### src/rotated_box_corner_points_defines.svh
`ifndef ROTATED_BOX_CORNER_POINTS_DEFINES_SVH
`define ROTATED_BOX_CORNER_POINTS_DEFINES_SVH

`ifndef SYNTHESIS
`define RBCP_ASSERT(label, clk, rst_n, prop, msg) \
  label: assert property (@(posedge clk) disable iff (!rst_n) prop) else $error(msg);
`define RBCP_ASSERT_ALWAYS(label, clk, prop, msg) \
  label: assert property (@(posedge clk) prop) else $error(msg);
`else
`define RBCP_ASSERT(label, clk, rst_n, prop, msg)
`define RBCP_ASSERT_ALWAYS(label, clk, prop, msg)
`endif

`endif

### src/rbcp_pkg.sv
package rbcp_pkg;

  localparam int COORD_FRAC_BITS = 4;
  localparam int ANGLE_FRAC_BITS = 13;
  localparam int CORDIC_STAGES   = 16;
  localparam int ZQ              = 24;
  localparam int TABLE_LEN       = 24;

  localparam int EDGE_W    = 20;
  localparam int ANGLE_W   = 16;
  localparam int OUT_W     = 17;
  localparam int NUM_COORD = 8;

  localparam int IN_FIELDS_W = 4 * EDGE_W + ANGLE_W;
  localparam int IN_TDATA_W  = ((IN_FIELDS_W + 7) / 8) * 8;
  localparam int OUT_TDATA_W = ((NUM_COORD * OUT_W + 7) / 8) * 8;

  localparam int EXT_W = EDGE_W + 1;
  localparam int ZW    = 28;
  localparam int XW    = 27;
  localparam int PW    = EXT_W + XW;
  localparam int VW    = PW + 2;
  localparam int ZSH   = ZQ - ANGLE_FRAC_BITS;
  localparam int RSH   = COORD_FRAC_BITS + ZQ + 1;
  localparam int MW    = VW - RSH;

  localparam logic signed [ZW-1:0] PI_Q          = 28'sd52707179;
  localparam logic signed [ZW-1:0] NEG_PI_Q      = -28'sd52707179;
  localparam logic signed [ZW-1:0] TWO_PI_Q      = 28'sd105414357;
  localparam logic signed [ZW-1:0] HALF_PI_Q     = 28'sd26353589;
  localparam logic signed [ZW-1:0] NEG_HALF_PI_Q = -28'sd26353589;
  localparam logic signed [XW-1:0] GAIN_Q        = 27'sd10188014;

  localparam logic [VW-1:0] ROUND_HALF = VW'(1) << (RSH - 1);

  localparam logic [MW-1:0] POS_MAG_MAX = MW'((1 << (OUT_W - 1)) - 1);
  localparam logic [MW-1:0] NEG_MAG_MAX = MW'(1 << (OUT_W - 1));
  localparam logic signed [OUT_W-1:0] OUT_MAX = OUT_W'((1 << (OUT_W - 1)) - 1);
  localparam logic signed [OUT_W-1:0] OUT_MIN = OUT_W'(1 << (OUT_W - 1));

  localparam logic signed [ZW-1:0] ATAN_TAB [TABLE_LEN] = '{
    28'sd13176795, 28'sd7778716, 28'sd4110060, 28'sd2086331,
    28'sd1047214,  28'sd524117,  28'sd262123,  28'sd131069,
    28'sd65536,    28'sd32768,   28'sd16384,   28'sd8192,
    28'sd4096,     28'sd2048,    28'sd1024,    28'sd512,
    28'sd256,      28'sd128,     28'sd64,      28'sd32,
    28'sd16,       28'sd8,       28'sd4,       28'sd2
  };

  typedef struct packed {
    logic signed [EXT_W-1:0] cx;
    logic signed [EXT_W-1:0] cy;
    logic signed [EXT_W-1:0] dx;
    logic signed [EXT_W-1:0] dy;
    logic                    flip;
  } side_t;

  typedef struct packed {
    logic signed [XW-1:0] x;
    logic signed [XW-1:0] y;
    logic signed [ZW-1:0] z;
  } rot_t;

endpackage

### src/rbcp_cordic.sv
module rbcp_cordic
  import rbcp_pkg::*;
(
  input  logic                 clk_i,
  input  logic                 rst_ni,
  input  logic                 valid_i,
  output logic                 ready_o,
  input  rot_t                 rot_i,
  input  side_t                side_i,
  output logic                 valid_o,
  input  logic                 ready_i,
  output logic signed [XW-1:0] x_o,
  output logic signed [XW-1:0] y_o,
  output side_t                side_o
);

  logic  vld_q  [CORDIC_STAGES];
  rot_t  rot_q  [CORDIC_STAGES];
  side_t side_q [CORDIC_STAGES];
  logic  rdy    [CORDIC_STAGES];

  for (genvar g = 0; g < CORDIC_STAGES; g++) begin : g_stage
    logic  vld_in;
    rot_t  rot_in;
    side_t side_in;
    logic  rdy_next;
    rot_t  rot_d;

    if (g == 0) begin : g_first
      assign vld_in  = valid_i;
      assign rot_in  = rot_i;
      assign side_in = side_i;
    end else begin : g_rest
      assign vld_in  = vld_q[g-1];
      assign rot_in  = rot_q[g-1];
      assign side_in = side_q[g-1];
    end

    if (g == CORDIC_STAGES - 1) begin : g_last
      assign rdy_next = ready_i;
    end else begin : g_mid
      assign rdy_next = rdy[g+1];
    end

    assign rdy[g] = !vld_q[g] || rdy_next;

    always_comb begin
      if (!rot_in.z[ZW-1]) begin
        rot_d.x = rot_in.x - (rot_in.y >>> g);
        rot_d.y = rot_in.y + (rot_in.x >>> g);
        rot_d.z = rot_in.z - ATAN_TAB[g];
      end else begin
        rot_d.x = rot_in.x + (rot_in.y >>> g);
        rot_d.y = rot_in.y - (rot_in.x >>> g);
        rot_d.z = rot_in.z + ATAN_TAB[g];
      end
    end

    always_ff @(posedge clk_i or negedge rst_ni) begin
      if (!rst_ni) begin
        vld_q[g] <= 1'b0;
      end else if (rdy[g]) begin
        vld_q[g] <= vld_in;
      end
    end

    always_ff @(posedge clk_i) begin
      if (rdy[g] && vld_in) begin
        rot_q[g]  <= rot_d;
        side_q[g] <= side_in;
      end
    end
  end

  assign ready_o = rdy[0];
  assign valid_o = vld_q[CORDIC_STAGES-1];
  assign x_o     = rot_q[CORDIC_STAGES-1].x;
  assign y_o     = rot_q[CORDIC_STAGES-1].y;
  assign side_o  = side_q[CORDIC_STAGES-1];

endmodule

### config.mk
export PLATFORM = sky130hd
export DESIGN_NAME = rbcp_cordic
export DESIGN_NICKNAME = d
export VERILOG_FILES = /design/src/rotated_box_corner_points_defines.svh /design/src/rbcp_pkg.sv /design/src/rbcp_cordic.sv
export SDC_FILE = /design/constraint.sdc
export NUM_CORES = 2
export LEC_CHECK = 0
export BUFFER_PORTS_ARGS = -buffer_cell sky130_fd_sc_hd__buf_2
export CAP_MARGIN = 15
export CORE_UTILIZATION = 64
export DETAILED_ROUTE_END_ITERATION = 10
export HOLD_SLACK_MARGIN = 0.03
export PLACE_DENSITY = 0.88
export REMOVE_ABC_BUFFERS = 1
export SYNTH_ARGS = -nofsm -noshare
export SYNTH_HDL_FRONTEND = slang
export SYNTH_SLANG_ARGS = --single-unit
### constraint.sdc
create_clock -name clk_i -period 12.6 [get_ports clk_i]
set_input_delay 0.63 -clock clk_i [delete_from_list [all_inputs] [get_ports clk_i]]
set_output_delay 0.63 -clock clk_i [all_outputs]
set_load 0.005 [all_outputs]
# Word-level counts from Yosys, hierarchy flattened
# Memory sizes are Yosys's and may differ from the RTL's.
# Cells that the tools add are included.
# totals
register_bits	16
mem_bits_rw	2672
input_bits	171
output_inout_bits	141
elab_cells	209
mem_count	2
# classes
addsub	95
n_mux	48
n_reduce_logical	48
# mem_list
name	words	width	rd	rd_ports_with_merged_regs	write_ports	line	rtl
side_q	16	85	16	0	16	rbcp_cordic.sv:19	side_t side_q [CORDIC_STAGES];
rot_q	16	82	16	0	16	rbcp_cordic.sv:18	rot_t rot_q [CORDIC_STAGES];
# ops
op	n
82-bit two-way mux	16
28-bit by 18-bit adder with 28-bit output (second input constant)	2
28-bit by 18-bit subtractor with 28-bit output (second input constant)	2
27-bit by 12-bit adder with 27-bit output	2
27-bit by 13-bit adder with 27-bit output	2
27-bit by 14-bit adder with 27-bit output	2
27-bit by 15-bit adder with 27-bit output	2
27-bit by 16-bit adder with 27-bit output	2
27-bit by 17-bit adder with 27-bit output	2
27-bit by 18-bit adder with 27-bit output	2
27-bit by 19-bit adder with 27-bit output	2
27-bit by 20-bit adder with 27-bit output	2
27-bit by 21-bit adder with 27-bit output	2
27-bit by 22-bit adder with 27-bit output	2
27-bit by 23-bit adder with 27-bit output	2
27-bit by 24-bit adder with 27-bit output	2
27-bit by 25-bit adder with 27-bit output	2
27-bit by 26-bit adder with 27-bit output	2
27-bit by 12-bit subtractor with 27-bit output	2
27-bit by 13-bit subtractor with 27-bit output	2
27-bit by 14-bit subtractor with 27-bit output	2
27-bit by 15-bit subtractor with 27-bit output	2
27-bit by 16-bit subtractor with 27-bit output	2
27-bit by 17-bit subtractor with 27-bit output	2
other kinds (43)	129

# Logic depth before layout (Yosys ltp)
# logic_depth
ltp_word	20
ltp_mapped	19
depth_no_buf	19

# Worst setup path before layout
# OpenSTA, ideal clock, no wires.
# synth_timing
kind	input-to-reg
from	input port ready_i
to	memory rot_q[1][100] (netlist name) (enable)
setup_ns	0.716
arrival_time_ns	8.773
t_required_ns	11.884
path_slack_ns	3.111
stages	8
n_path_buf	0
path_cell_list	nor2b_1 > nand3_1 > nor2_1 > nand2_1 > nor2_1 > and4_1 > and3_1 > nor2b_1
# synth_rtl
item	line	rtl
start: declaration	rbcp_cordic.sv:11	input logic ready_i,
end: declaration	rbcp_cordic.sv:18	

==> metrics.md <==
| Metric | Value |
|---|---|
| Status | finished clean |
| Setup Fix Bufs, Post-CTS | 0 |
| Crit path capture type | register |
| Post-layout nets | 14038 |
| Initial DRT Pass Iterations | 7 |
| Initial Utilization | 64.4% |
| Yosys cell types | 89 |
| Detail Placement HPWL | 260 mm |
| RSZ-0062 raised after global routing | no |
| Largest net degree at the start of global routing | 134 |
| # DRC | 0 |
| Worst skew pair latency | 0.95 ns |
| Arr. time, crit path | 6.23 ns |
| Top-area cell type share of the netlist area | 53.5% |
| Placeable Area | 0.222 mm² |
| Total Wirelength | 367 mm |
| Inserted Clock Buffers | 279 |
| Post-synth top area cell | edfxtp_1 |
| Die X-Extent | 475 µm |
| Total Die Area | 0.225 mm² |
| Avg Inst Size Synth | 11.9 µm² |
| Max-slew violations | 0 |
| # IOs | 312 |
| Fraction of layout cells with a size suffix above 1 | 7.21% |
| CP Max Fanout | 51 |
| Synth warnings | 0 |
| Post-layout min period | 5.61 ns |
| Max Root-Sink Buffers | 4 |
| Root buffer cell | clkbuf_16 |
| Avg WL per Cell | 23.3 µm |
| Setup Skew | 0.0867 ns |
| Worst EP required | 13.22 ns |
| Seq cells post-synth | 2562 |
| GRT Total Usage | 32.0% |
| Fillers | 14948 |
| Die Y | 475 µm |
| Clock sinks | 2562 |
| Maxcap violations | 0 |
| Asr flop ratio synth | 0.625% |
| Final Setup Violations | 0 |
| Clock transition at path regs | 0.06 ns |
| Number of global-route vias before repair | 97435 |
| Cells after Synth | 12006 |
| Setup slack, reg-to-reg | 6.99 ns |
| Initial DRC count | 9385 |
| Synth Cell Area | 0.143 mm² |
| Row Count | 173 |
| FMAX | 178 MHz |
| Routed via count | 99352 |
| Sequential area share after synthesis | 53.7% |
| Number of I/O port buffers | 311 |
| Area growth, synth to finish | 10.4% |
| Final Hold Fails | 0 |
| Crit start category | register |
| EDFF count, synth | 2546 |
| Global-route wire length before repair | 557 mm |
| Initial antenna violation count | 12 |
| Tightest Pin Transition | 1.23 ns |
| Slew HR | 17.0% |
| Predominant post-synthesis flop cell | edfxtp_1 |
| Synth area leaders | edfxtp_1 (53%), ha_1 (11%), xnor2_1 (6.1%) |
| H-tree levels | 5 |
| Critical path type | register to register |
| Antenna viol nets, final | 0 |
| Post-CTS resize count | 0 |
| Avg Vias per Cell | 6.31 |
| Total grt overflow | 0 |
| GP Congestion | 0.960 |
| TNS Setup | 0 ns |
| CTS tree | yes |
| Ratio of final minimum period to clock period | 44.5% |
| Hold Path Class | input port to register |
==> what timing repair did <==
action | 4_1_cts | 5_1_grt
hold buffers | 88 | 0
hold endpoints to repair | 103 | 0
setup endpoints to repair | 0 | 0
==> through the flow <==
step	hold slack [ns]	instances	utilization [%]	setup slack, ns	area (µm²)
2_1_floorplan	0.334	11840	-	3.11	142000
3_3_place_gp	0.400	15185	66.7	7.46	148000
3_5_place_dp	0.405	15185	66.7	7.33	148000
4_1_cts	0.0588	15747	71.1	7.10	158000
5_1_grt	0.0967	15750	71.1	6.83	158000
6_report	0.118	15752	71.1	6.99	158000
==> placed cells by master (no fill, tap or decap), types with 60 or more instances in the layout <==
| cell type | count |
|---|---|
| edfxtp_1 | 2546 |
| ha_1 | 1242 |
| a21oi_1 | 1090 |
| xnor2_1 | 989 |
| nor2_1 | 965 |
| inv_1 | 560 |
| xor2_1 | 472 |
| nand2_1 | 466 |
| o21ai_0 | 456 |
| a21o_1 | 385 |
| nor3_1 | 374 |
| buf_2 | 311 |
| clkbuf_16 | 284 |
| o21a_1 | 177 |
| nand3_1 | 165 |
| nand2b_1 | 163 |
| o21bai_1 | 143 |
| nor2b_1 | 139 |
| a31oi_1 | 128 |
| and3_1 | 104 |
| a211oi_1 | 103 |
| nor4_1 | 92 |
| or3_1 | 88 |
| dlygate4sd3_1 | 88 |
| mux2i_1 | 71 |
| o211ai_1 | 60 |
==> flip-flops by register name, indices dropped and copies added, names as in the netlist <==
register,count
side_q,1360
rot_q,1186
g_stage.vld_in,15
valid_o,1
==> cells by family (layout without fill, tap and decap cells) <==
group	Yosys count	in the layout	synth area share (%)
AO/OA/AOI/OAI	2983	2983	13.3
AND/OR/NAND/NOR	2861	2861	9.73
flip-flops	2562	2562	53.7
multiplexers	121	121	0.891
XOR/XNOR	1461	1461	8.95
adder cells (fa/ha/maj)	1288	1288	11.5
other	0	5	0
buffers and inverters	730	1496	1.92
==> final cells by class <==
| cell class | instances | area (µm²) | area share [%] |
|---|---|---|---|
| sequential | 2562 | 76900 | 48.7 |
| inverter | 564 | 2120 | 1.34 |
| clock buffer | 323 | 7290 | 4.62 |
| antenna | 5 | 12.5 | 0.00793 |
| timing repair buffer | 458 | 2940 | 1.86 |
| tap | 2975 | 3720 | 2.36 |
| multi-input combinational | 8714 | 63500 | 40.2 |
| clock inverter | 151 | 1440 | 0.913 |
==> synthesized netlist by cell type, types with 17 or more instances <==
cell	n
and3_1	104
buf_1	31
a311oi_1	28
o21bai_1	143
and2_1	67
o21ai_0	456
a211o_1	29
fa_1	46
o211ai_1	60
xnor2_1	989
xor2_1	472
clkbuf_1	133
a211oi_1	103
edfxtp_1	2546
nor4_1	92
or2_2	35
a21o_1	385
nor3_1	374
inv_1	560
a21boi_0	28
o31ai_1	54
a31o_2	26
nand3b_1	17
nor2_1	965
nand3_1	165
mux2_2	50
a2111oi_0	24
mux2i_1	71
a41oi_1	19
and4_1	26
nand2b_1	163
nand2_1	466
nor3b_1	38
or3_1	88
nand4_1	56
a31oi_1	128
a21oi_1	1090
o31a_1	29
ha_1	1242
nor2b_1	144
o41ai_1	38
o21a_1	177
or4_1	24
==> worst paths after layout <==
path / depth (start not counted) / startpoint / to
worst max-delay path: 13 / rot_q[0][27]$_DFFE_PP_ / rot_q[0][161]$_DFFE_PP_
worst min-delay path: 3 / ready_i / valid_o$_DFFE_PN0P_
worst max register to register: 13 / rot_q[0][27]$_DFFE_PP_ / rot_q[0][161]$_DFFE_PP_
worst min register to register: 0 / side_q[0][61]$_DFFE_PP_ / side_q[0][146]$_DFFE_PP_
max in group asynchronous: 2 / rst_ni / g_stage[13].vld_in$_DFFE_PN0P_
min in group asynchronous: 2 / rst_ni / g_stage[1].vld_in$_DFFE_PN0P_
==> routing by layer <==
metal / routed length, µm / global-route usage [%] / vias up
met2: 177000 / 54.3 / 4654
met1: 144000 / 40.1 / 47467
met3: 25400 / 4.60 / 1175
met4: 20400 / 15.8 / 6
met5: 46 / 0 / -
li1: - / - / 46050
==> worst max-delay path: stages (launching register included) <==
cell and delay, ns:
edfxtp_1 0.67, buf_4 0.54, mux2_2 0.43, fa_1 0.43, a21o_1 0.20, a2111oi_0 0.85, o31a_1 0.28, a21oi_1 0.13
a211oi_1 0.46, a21oi_1 0.24, o32ai_1 0.24, nor2_1 0.14, o41ai_1 0.48, xnor2_1 0.16
Power is left out: the tool's default activity adds up to more than one toggle a clock period on the data nets, which glitch-free logic cannot reach.
